===== src/rtl/ethernet_ipv4_l4_header_parser_macros.svh =====
// assertion helpers for the header parser, sampled on clk with rst_n low as disable
`ifndef ETHERNET_IPV4_L4_HEADER_PARSER_MACROS_SVH
`define ETHERNET_IPV4_L4_HEADER_PARSER_MACROS_SVH

// same-cycle implication
`define HP_ASSERT_IMP(lbl, ante, cons, msg) \
  lbl: assert property (@(posedge clk) disable iff (!rst_n) (ante) |-> (cons)) \
    else $error(msg);

// next-cycle implication
`define HP_ASSERT_NXT(lbl, ante, cons, msg) \
  lbl: assert property (@(posedge clk) disable iff (!rst_n) (ante) |=> (cons)) \
    else $error(msg);

`endif


===== src/rtl/hp_pkg.sv =====
package hp_pkg;

  // byte offsets in the frame
  localparam int POS_TYPE_HI = 12;
  localparam int POS_TYPE_LO = 13;
  localparam int POS_VIHL    = 14;
  localparam int POS_PROTO   = 23;
  localparam int POS_SRC_FST = 26;
  localparam int POS_SRC_LST = 29;
  localparam int POS_DST_FST = 30;
  localparam int POS_DST_LST = 33;

  // header lengths in bytes
  localparam int ETH_HDR_LEN = 14;
  localparam int IP_HDR_END  = 34;
  localparam int TCP_HDR_LEN = 20;
  localparam int UDP_HDR_LEN = 8;

  localparam logic [15:0] ETHERTYPE_IPV4 = 16'h0800;
  localparam logic [7:0]  PROTO_TCP      = 8'd6;
  localparam logic [7:0]  PROTO_UDP      = 8'd17;
  localparam logic [3:0]  IPV4_VERSION   = 4'd4;
  localparam logic [3:0]  IHL_MIN        = 4'd5;

  // captured header fields of one frame
  typedef struct packed {
    logic [15:0] eth_type;
    logic [7:0]  ver_ihl;
    logic [7:0]  proto;
    logic [31:0] ip_saddr;
    logic [31:0] ip_daddr;
    logic [15:0] l4_sport;
    logic [15:0] l4_dport;
  } hp_hdr_t;

  // L4 header offset from the IHL nibble (at most 74)
  function automatic logic [6:0] l4_start(input logic [3:0] ihl);
    l4_start = 7'(ETH_HDR_LEN) + {1'b0, ihl, 2'b00};
  endfunction

endpackage


===== src/rtl/hp_ifs.sv =====
// byte stream channel
interface hp_byte_if;
  logic       valid;
  logic       ready;
  logic [7:0] data_byte;
  logic       last_byte;

  modport source (output valid, output data_byte, output last_byte, input ready);
  modport sink   (input valid, input data_byte, input last_byte, output ready);
endinterface

// parse summary channel
interface hp_sum_if;
  logic        valid;
  logic        ready;
  logic        parse_ok;
  logic [15:0] eth_type;
  logic        ipv4_ok;
  logic [7:0]  l3_proto;
  logic [31:0] src_ip;
  logic [31:0] dst_ip;
  logic        has_l4;
  logic [15:0] l4_sport;
  logic [15:0] l4_dport;

  modport source (
    output valid, output parse_ok, output eth_type, output ipv4_ok, output l3_proto,
    output src_ip, output dst_ip, output has_l4, output l4_sport, output l4_dport,
    input ready
  );
  modport sink (
    input valid, input parse_ok, input eth_type, input ipv4_ok, input l3_proto,
    input src_ip, input dst_ip, input has_l4, input l4_sport, input l4_dport,
    output ready
  );
endinterface


===== src/rtl/hp_capture.sv =====
module hp_capture #(
  parameter int CNT_W   = 7,
  parameter int CNT_MAX = 127
) (
  input  logic                 clk,
  input  logic                 rst_n,
  hp_byte_if.sink              in_ch,
  output logic                 snap_valid_o,
  input  logic                 snap_ready_i,
  output logic [CNT_W-1:0]     snap_cnt_o,
  output hp_pkg::hp_hdr_t      snap_hdr_o
);
  import hp_pkg::*;

  logic [CNT_W-1:0] cnt_r, cnt_nxt;
  hp_hdr_t          hdr_r, hdr_nxt;
  logic             snap_valid_r;
  logic [CNT_W-1:0] snap_cnt_r;
  hp_hdr_t          snap_hdr_r;
  logic [3:0]       ihl;
  logic [6:0]       l4_off;
  logic             in_acc;

  assign in_ch.ready = !snap_valid_r || snap_ready_i;
  assign in_acc      = in_ch.valid && in_ch.ready;

  // field capture at the current byte position
  always_comb begin
    hdr_nxt = hdr_r;
    cnt_nxt = cnt_r;
    ihl     = hdr_r.ver_ihl[3:0];
    l4_off  = l4_start(ihl);
    if (cnt_r < CNT_W'(CNT_MAX)) begin
      cnt_nxt = cnt_r + 1'b1;
      if (cnt_r == CNT_W'(POS_TYPE_HI) || cnt_r == CNT_W'(POS_TYPE_LO)) begin
        hdr_nxt.eth_type = {hdr_r.eth_type[7:0], in_ch.data_byte};
      end else if (cnt_r == CNT_W'(POS_VIHL)) begin
        hdr_nxt.ver_ihl = in_ch.data_byte;
      end else if (cnt_r == CNT_W'(POS_PROTO)) begin
        hdr_nxt.proto = in_ch.data_byte;
      end else if (cnt_r >= CNT_W'(POS_SRC_FST) && cnt_r <= CNT_W'(POS_SRC_LST)) begin
        hdr_nxt.ip_saddr = {hdr_r.ip_saddr[23:0], in_ch.data_byte};
      end else if (cnt_r >= CNT_W'(POS_DST_FST) && cnt_r <= CNT_W'(POS_DST_LST)) begin
        hdr_nxt.ip_daddr = {hdr_r.ip_daddr[23:0], in_ch.data_byte};
      end
      // ports sit right after the variable-length IPv4 header
      if (cnt_r >= CNT_W'(IP_HDR_END) && ihl >= IHL_MIN) begin
        if (cnt_r == CNT_W'(l4_off) || cnt_r == CNT_W'(l4_off + 7'd1)) begin
          hdr_nxt.l4_sport = {hdr_r.l4_sport[7:0], in_ch.data_byte};
        end else if (cnt_r == CNT_W'(l4_off + 7'd2) || cnt_r == CNT_W'(l4_off + 7'd3)) begin
          hdr_nxt.l4_dport = {hdr_r.l4_dport[7:0], in_ch.data_byte};
        end
      end
    end
  end

  // frame state, cleared after each last word
  always_ff @(posedge clk) begin
    if (!rst_n) begin
      cnt_r        <= '0;
      hdr_r        <= '0;
      snap_valid_r <= 1'b0;
    end else begin
      if (in_acc && in_ch.last_byte) begin
        snap_valid_r <= 1'b1;
      end else if (snap_ready_i) begin
        snap_valid_r <= 1'b0;
      end
      if (in_acc) begin
        if (in_ch.last_byte) begin
          cnt_r <= '0;
          hdr_r <= '0;
        end else begin
          cnt_r <= cnt_nxt;
          hdr_r <= hdr_nxt;
        end
      end
    end
  end

  // snapshot of the finished frame
  always_ff @(posedge clk) begin
    if (in_acc && in_ch.last_byte) begin
      snap_cnt_r <= cnt_nxt;
      snap_hdr_r <= hdr_nxt;
    end
  end

  assign snap_valid_o = snap_valid_r;
  assign snap_cnt_o   = snap_cnt_r;
  assign snap_hdr_o   = snap_hdr_r;

endmodule


===== src/rtl/hp_summary.sv =====
module hp_summary #(
  parameter int CNT_W = 7
) (
  input  logic                 clk,
  input  logic                 rst_n,
  input  logic                 snap_valid_i,
  output logic                 snap_ready_o,
  input  logic [CNT_W-1:0]     snap_cnt_i,
  input  hp_pkg::hp_hdr_t      snap_hdr_i,
  hp_sum_if.source             out_ch
);
  import hp_pkg::*;

  logic        out_valid_r;
  logic        parse_ok_r, parse_ok_nxt;
  logic [15:0] eth_type_r, eth_type_nxt;
  logic        ipv4_ok_r, ipv4_ok_nxt;
  logic [7:0]  l3_proto_r, l3_proto_nxt;
  logic [31:0] src_ip_r, src_ip_nxt;
  logic [31:0] dst_ip_r, dst_ip_nxt;
  logic        has_l4_r, has_l4_nxt;
  logic [15:0] l4_sport_r, l4_sport_nxt;
  logic [15:0] l4_dport_r, l4_dport_nxt;
  logic [6:0]  l4_off;
  logic        tcp_fit, udp_fit;

  assign snap_ready_o = !out_valid_r || out_ch.ready;

  // validity checks and zeroing of fields not found
  always_comb begin
    l4_off  = l4_start(snap_hdr_i.ver_ihl[3:0]);
    tcp_fit = snap_hdr_i.proto == PROTO_TCP &&
              snap_cnt_i >= CNT_W'(l4_off + 7'(TCP_HDR_LEN));
    udp_fit = snap_hdr_i.proto == PROTO_UDP &&
              snap_cnt_i >= CNT_W'(l4_off + 7'(UDP_HDR_LEN));

    parse_ok_nxt = snap_cnt_i >= CNT_W'(ETH_HDR_LEN);
    ipv4_ok_nxt  = parse_ok_nxt && snap_hdr_i.eth_type == ETHERTYPE_IPV4 &&
                   snap_cnt_i >= CNT_W'(IP_HDR_END) &&
                   snap_hdr_i.ver_ihl[7:4] == IPV4_VERSION;
    has_l4_nxt   = ipv4_ok_nxt && snap_hdr_i.ver_ihl[3:0] >= IHL_MIN &&
                   (tcp_fit || udp_fit);

    eth_type_nxt = parse_ok_nxt ? snap_hdr_i.eth_type : '0;
    l3_proto_nxt = ipv4_ok_nxt ? snap_hdr_i.proto : '0;
    src_ip_nxt   = ipv4_ok_nxt ? snap_hdr_i.ip_saddr : '0;
    dst_ip_nxt   = ipv4_ok_nxt ? snap_hdr_i.ip_daddr : '0;
    l4_sport_nxt = has_l4_nxt ? snap_hdr_i.l4_sport : '0;
    l4_dport_nxt = has_l4_nxt ? snap_hdr_i.l4_dport : '0;
  end

  // output word valid
  always_ff @(posedge clk) begin
    if (!rst_n) begin
      out_valid_r <= 1'b0;
    end else if (snap_ready_o) begin
      out_valid_r <= snap_valid_i;
    end
  end

  // output word payload
  always_ff @(posedge clk) begin
    if (snap_valid_i && snap_ready_o) begin
      parse_ok_r <= parse_ok_nxt;
      eth_type_r <= eth_type_nxt;
      ipv4_ok_r  <= ipv4_ok_nxt;
      l3_proto_r <= l3_proto_nxt;
      src_ip_r   <= src_ip_nxt;
      dst_ip_r   <= dst_ip_nxt;
      has_l4_r   <= has_l4_nxt;
      l4_sport_r <= l4_sport_nxt;
      l4_dport_r <= l4_dport_nxt;
    end
  end

  assign out_ch.valid    = out_valid_r;
  assign out_ch.parse_ok = parse_ok_r;
  assign out_ch.eth_type = eth_type_r;
  assign out_ch.ipv4_ok  = ipv4_ok_r;
  assign out_ch.l3_proto = l3_proto_r;
  assign out_ch.src_ip   = src_ip_r;
  assign out_ch.dst_ip   = dst_ip_r;
  assign out_ch.has_l4   = has_l4_r;
  assign out_ch.l4_sport = l4_sport_r;
  assign out_ch.l4_dport = l4_dport_r;

endmodule


===== src/rtl/ethernet_ipv4_l4_header_parser.sv =====
// Ethernet / IPv4 / TCP-UDP header parser.
// in_ch carries one frame byte per word, starting at the destination MAC, with
// last_byte set on the final word. out_ch carries one summary word per frame:
// EtherType, IPv4 protocol and addresses, L4 ports, and their found flags.
// Fields not present in the frame read as zero.
// Throughput: one byte per cycle while in_ch.ready is high.
// The summary passes through the snapshot register, then the output register,
// after the last byte is taken.
// The byte count saturates at BYTE_COUNT_MAX; later bytes are ignored.
// Reset (rst_n low, synchronous) clears the byte count, the fields of the frame
// being captured and both pipeline valids; no summary is pending afterwards.
// When out_ch.ready is low the summary holds; the block keeps taking bytes
// until a second finished frame waits in the snapshot register, then drops
// in_ch.ready until the output word is taken.
`include "ethernet_ipv4_l4_header_parser_macros.svh"

module ethernet_ipv4_l4_header_parser #(
  parameter int BYTE_COUNT_MAX = 127
) (
  input  logic      clk,
  input  logic      rst_n,
  hp_byte_if.sink   in_ch,
  hp_sum_if.source  out_ch
);
  import hp_pkg::*;

  localparam int CNT_W = $clog2(BYTE_COUNT_MAX + 1);

  logic             snap_valid;
  logic             snap_ready;
  logic [CNT_W-1:0] snap_cnt;
  hp_hdr_t          snap_hdr;

  // byte counter and field capture
  hp_capture #(
    .CNT_W   (CNT_W),
    .CNT_MAX (BYTE_COUNT_MAX)
  ) u_capture (
    .clk          (clk),
    .rst_n        (rst_n),
    .in_ch        (in_ch),
    .snap_valid_o (snap_valid),
    .snap_ready_i (snap_ready),
    .snap_cnt_o   (snap_cnt),
    .snap_hdr_o   (snap_hdr)
  );

  // validity checks and output register
  hp_summary #(
    .CNT_W (CNT_W)
  ) u_summary (
    .clk          (clk),
    .rst_n        (rst_n),
    .snap_valid_i (snap_valid),
    .snap_ready_o (snap_ready),
    .snap_cnt_i   (snap_cnt),
    .snap_hdr_i   (snap_hdr),
    .out_ch       (out_ch)
  );

  // checks
  `HP_ASSERT_NXT(a_last_to_snap, in_ch.valid && in_ch.ready && in_ch.last_byte, snap_valid, "last byte did not produce a snapshot")
  `HP_ASSERT_NXT(a_snap_to_out, snap_valid && snap_ready, out_ch.valid, "snapshot not moved to output")
  `HP_ASSERT_IMP(a_l4_needs_ip, out_ch.valid && out_ch.has_l4, out_ch.ipv4_ok && out_ch.parse_ok, "has_l4 without IPv4 header")
  `HP_ASSERT_IMP(a_ip_zero, out_ch.valid && !out_ch.ipv4_ok, out_ch.src_ip == 32'd0 && out_ch.dst_ip == 32'd0 && out_ch.l3_proto == 8'd0, "IPv4 fields not zeroed")

endmodule

===== src/flat_wrapper.sv =====
// flat-port wrapper written by rule: the top's interface ports become plain ports
module ethernet_ipv4_l4_header_parser_flat import hp_pkg::*;
#(
  parameter int BYTE_COUNT_MAX = 127
)
  (clk, rst_n, in_ch_valid, in_ch_data_byte, in_ch_last_byte, in_ch_ready, out_ch_valid, out_ch_parse_ok, out_ch_eth_type, out_ch_ipv4_ok, out_ch_l3_proto, out_ch_src_ip, out_ch_dst_ip, out_ch_has_l4, out_ch_l4_sport, out_ch_l4_dport, out_ch_ready);
  hp_byte_if in_ch_i ();
  hp_sum_if out_ch_i ();
  input  logic clk;
  input  logic rst_n;
  input wire logic [$bits(in_ch_i.valid)-1:0] in_ch_valid;
  input wire logic [$bits(in_ch_i.data_byte)-1:0] in_ch_data_byte;
  input wire logic [$bits(in_ch_i.last_byte)-1:0] in_ch_last_byte;
  output wire logic [$bits(in_ch_i.ready)-1:0] in_ch_ready;
  output wire logic [$bits(out_ch_i.valid)-1:0] out_ch_valid;
  output wire logic [$bits(out_ch_i.parse_ok)-1:0] out_ch_parse_ok;
  output wire logic [$bits(out_ch_i.eth_type)-1:0] out_ch_eth_type;
  output wire logic [$bits(out_ch_i.ipv4_ok)-1:0] out_ch_ipv4_ok;
  output wire logic [$bits(out_ch_i.l3_proto)-1:0] out_ch_l3_proto;
  output wire logic [$bits(out_ch_i.src_ip)-1:0] out_ch_src_ip;
  output wire logic [$bits(out_ch_i.dst_ip)-1:0] out_ch_dst_ip;
  output wire logic [$bits(out_ch_i.has_l4)-1:0] out_ch_has_l4;
  output wire logic [$bits(out_ch_i.l4_sport)-1:0] out_ch_l4_sport;
  output wire logic [$bits(out_ch_i.l4_dport)-1:0] out_ch_l4_dport;
  input wire logic [$bits(out_ch_i.ready)-1:0] out_ch_ready;
  assign in_ch_i.valid = in_ch_valid;
  assign in_ch_i.data_byte = in_ch_data_byte;
  assign in_ch_i.last_byte = in_ch_last_byte;
  assign in_ch_ready = in_ch_i.ready;
  assign out_ch_valid = out_ch_i.valid;
  assign out_ch_parse_ok = out_ch_i.parse_ok;
  assign out_ch_eth_type = out_ch_i.eth_type;
  assign out_ch_ipv4_ok = out_ch_i.ipv4_ok;
  assign out_ch_l3_proto = out_ch_i.l3_proto;
  assign out_ch_src_ip = out_ch_i.src_ip;
  assign out_ch_dst_ip = out_ch_i.dst_ip;
  assign out_ch_has_l4 = out_ch_i.has_l4;
  assign out_ch_l4_sport = out_ch_i.l4_sport;
  assign out_ch_l4_dport = out_ch_i.l4_dport;
  assign out_ch_i.ready = out_ch_ready;
  ethernet_ipv4_l4_header_parser #(.BYTE_COUNT_MAX(BYTE_COUNT_MAX)) u_core (.clk(clk), .rst_n(rst_n), .in_ch(in_ch_i), .out_ch(out_ch_i));
endmodule

===== config.mk =====
export PLATFORM = sky130hd
export DESIGN_NAME = ethernet_ipv4_l4_header_parser_flat
export DESIGN_NICKNAME = d
export VERILOG_FILES = /design/src/rtl/hp_pkg.sv /design/src/rtl/hp_ifs.sv /design/src/rtl/hp_capture.sv /design/src/rtl/hp_summary.sv /design/src/rtl/ethernet_ipv4_l4_header_parser.sv /design/src/flat_wrapper.sv
export VERILOG_INCLUDE_DIRS = /design/src /design/src/rtl
export SDC_FILE = /design/constraint.sdc
export NUM_CORES = 1
export LEC_CHECK = 0
export ABC_AREA = 1
export BUFFER_PORTS_ARGS = -buffer_cell sky130_fd_sc_hd__buf_2
export CAP_MARGIN = 5
export CORE_ASPECT_RATIO = 1.75
export CORE_MARGIN = 3
export CORE_UTILIZATION = 60
export DETAILED_ROUTE_END_ITERATION = 10
export PLACE_DENSITY_LB_ADDON = 0.2
export SLEW_MARGIN = 20
export SYNTH_ARGS = -nofsm -noshare
export SYNTH_HDL_FRONTEND = slang
export SYNTH_SLANG_ARGS = --single-unit

===== constraint.sdc =====
create_clock -name clk -period 10.15 [get_ports clk]
set_clock_uncertainty 0.15 [all_clocks]
set_input_delay 2.03 -clock clk [delete_from_list [all_inputs] [get_ports clk]]
set_output_delay 2.03 -clock clk [all_outputs]
set_load 0.05 [all_outputs]

==> impl_results.md <==
* Antenna Cells at 0
* Crit path DAT at 2.67 ns
* Largest cells by area after synthesis: edfxtp_1, dfxtp_1, nand2_1, inv_1, a21oi_1
* CTS Buf Count at 35
* PortBufs at between 100 and 150
* Footprint of the multi-input gates at roughly 5500 um2
* DR vias/cell at between 5 and 6
* Drc violations at 0
* RSZ-0062 raised after global routing: false
* Buf/Inv on CP at 3
* Mapped Nets at ~1800
* Seq/Total Area, Yosys at between 60% and 70%
* Htree depth at 2
* Post-synth EDFFs at around 260
* Initial core utilization at 61.4%
* Insertion delay to the later sink of the worst-skew pair at 0.52 ns
* Largest net degree at the start of global routing at 98
* Reg clk slew, reported paths at ~0.060 ns
* WL final at roughly 35 mm
* CP Cell Sequence: buf_2 > inv_1 > nand3_1 > buf_2
* NumNets Final at about 1900
* Post-DRT Antenna Nets at 0
* FF-to-FF setup slack at 6.66 ns
* Synth area leader: edfxtp_1
* Vias in the first global route at approximately 12000
* Register bit total from synthesis at just under 400
* Layout fillers at approximately 2100
* DIE HEIGHT at 231 um
* Async S/R FF share, synth at 0%
* Total I/O pin count at roughly 140
* FF-to-FF Start: u_core.u_capture.cnt_r[0]
* Clk buf depth at 3
* Hold_ws at between 0.3 and 0.4 ns
* Fraction of layout cells with a size suffix above 1 at 17.3%
* Most frequent cell on the critical path: buf_2
* Setup crit start kind: primary input
* Post-route setup TNS at 0 ns
* Mapped Cells at approximately 1800
* Tmin final at between 4 and 5 ns
* Final Hold Vio Count at 0
* Die width at ~130 um
* Power Dens Cells at roughly 170 nW/um2
* Setup Crit Path Kind: in2out
* Crit. Startpoint: out_ch_ready
* Worst rel slew slack at between 20% and 30%
* Peak VDD IR at 132 uV
* GRT overflow at 0
* Crit path max fanout at 3
* Worst-margin pin slew at about 1.1 ns
* Cell Rows at a little over 80
* Total number of vias at 12100
* Setup Buffers After CTS at 0
* R2R cell count at 9
* Worst path max stage delay at ~0.26 ns
* Max_cap viols at 0
* HP Class: reg2reg
* CP Depth at 4
* Setup crit end kind: primary output
* Commonest cells post-synth: nand2_1, edfxtp_1, inv_1
* Avg WL per Cell at approximately 16 um
* Worst Setup EP: in_ch_ready
* Max Slew Vio Count at 0
* Worst r2r dst: u_core.u_capture.snap_hdr_o[45]
* Critical path's top delay family: buffers and inverters
* GPL Wtd Cong at roughly 0.83
* Average size of a mapped cell at slightly below 10 um2
* Status: finished clean
* Area Overhead vs Synth at 11.8%
* Period utilization at 47.8%
* P_leak at between 7 and 8 nW
* Reg area at between 10000 and 15000 um2
* Mapped Area at 17400 um2
* Netlist cell types at between 40 and 50
* Clock net sink count at just under 400
* Dpl hpwl at roughly 22 mm
* Post-CTS Resized at 0
* Final setup violation count at 0
* Core area at roughly 28000 um2
* Critical Path RT at about 8.0 ns
* First-pass GRT wire length at 57.5 mm
* Tot GR Track Use at a little under a quarter
* TritonRoute pass-1 iters at 5
* DRT iter0 DRCs at between 1000 and 1500
* Most frequent cell after synthesis: nand2_1
* Critical-path top delay cell: buf_2
* CTS tree: yes
* Yosys warnings at 0
* Clock Root Buffer: clkbuf_16
* Synth Flop Type: edfxtp_1
* Area share of the largest cell type after synthesis at between 40% and 50%
* Max frequency at approximately 210 MHz
* CTS Hold Buffers Added at 0
* Initial antenna violation count at 0
* DIE AREA at slightly above 30000 um2
-- routing by layer --
layer  vias to the layer above  wire [um]  global-route usage [%]
li1                       5949          -                       -
met1                      5736      13600                    27.6
met2                       306      19000                    41.6
met3                        72       1650                    3.45
met4                         0       1240                    8.63
met5                         -          0                       0
-- worst min-delay path by stage --
stage	startpoint	to	slack (ns)	cells past startpoint
after floorplan	u_core.u_capture.hdr_r[0]	u_core.u_capture.hdr_r[0]	0.29	2
after global placement	u_core.u_capture.hdr_r[80]	u_core.u_capture.hdr_r[80]	0.30	2
after detailed placement	u_core.u_capture.hdr_r[88]	u_core.u_capture.hdr_r[88]	0.31	2
after CTS	u_core.u_capture.hdr_r[121]	u_core.u_capture.hdr_r[121]	0.32	2
after global routing	u_core.u_capture.hdr_r[110]	u_core.u_capture.hdr_r[110]	0.33	2
final	u_core.u_capture.hdr_r[96]	u_core.u_capture.hdr_r[96]	0.31	2
-- report_power, final --
| group | internal [mW] | switching (mW) | total, mW |
|---|---|---|---|
| logic | 0.0255 | 0.127 | 0.153 |
| clock network | 0.862 | 0.561 | 1.42 |
| registers | 1.74 | 0.0123 | 1.75 |
-- state kept, by name, indices dropped and copies added, names as in the netlist --
| name | flops |
|---|---|
| u_core.u_summary.out_ch.eth_type | 16 |
| u_core.u_summary.out_ch.ipv4_ok | 1 |
| u_core.u_summary.out_ch.valid | 1 |
| u_core.u_capture.snap_cnt_o | 6 |
| u_core.u_summary.out_ch.dst_ip | 32 |
| u_core.u_capture.hdr_r | 128 |
| u_core.u_capture.cnt_r | 7 |
| u_core.u_capture.snap_hdr_o | 128 |
| u_core.u_summary.out_ch.parse_ok | 1 |
| u_core.u_summary.out_ch.l3_proto | 8 |
| u_core.u_summary.out_ch.l4_dport | 16 |
| u_core.u_summary.out_ch.l4_sport | 16 |
| u_core.u_capture.snap_valid_o | 1 |
| u_core.u_summary.out_ch.src_ip | 32 |
| u_core.u_summary.out_ch.has_l4 | 1 |
-- kinds of logic after synthesis --
| group | count (synthesis) | share of synthesized area, % |
|---|---|---|
| xor gates and xnor gates | 9 | 0.454 |
| and+or+nand+nor | 769 | 21.6 |
| adders and majority gates | 24 | 1.73 |
| AOI/OAI and AO/OA | 227 | 7.62 |
| buffers and inverters | 349 | 8.31 |
| DFF | 394 | 60.2 |
-- through the flow --
| stage | instance area [um2] | total power, mW | cells | setup slack (ns) | util [%] |
|---|---|---|---|---|---|
| after CTS | 19400 | 3.35 | 2266 | 5.30 | 68.6 |
| after floorplan | 17400 | 1.90 | 1772 | 0.748 | - |
| final | 19400 | 3.32 | 2266 | 5.30 | 68.7 |
| after detailed placement | 18200 | 1.94 | 2203 | 5.08 | 64.3 |
| after global routing | 19400 | 3.43 | 2266 | 5.27 | 68.7 |
| after global placement | 18200 | 1.93 | 2203 | 5.16 | 64.3 |
-- cell usage in the layout (no fill, tap or decap), drive strengths merged, types with 5 or more instances in the layout --
cell type	count
a21oi	159
ha	24
nand2	386
o21ai	64
edfxtp	257
inv	258
nor3	5
xor2	6
buf	149
clkinv	9
nand3	96
nor4	6
bufinv	7
dfxtp	137
nand4	53
clkbuf	47
nor2	156
and2	64
-- final cells by class --
cell class                 count  area share, %
sequential                   394           53.9
multi-input combinational   1029           28.3
clock buffer                  47           5.07
inverter                     258           5.03
timing repair buffer         149           4.01
tap                          373           2.40
clock inverter                16           1.31
-- worst min-delay path, cell delays in order, from the launching register on --
cell	delay [ns]
dfxtp_1	0.31
nand2_1	0.06
a21oi_1	0.05
No activity file was read; power rests on OpenSTA's default activity.
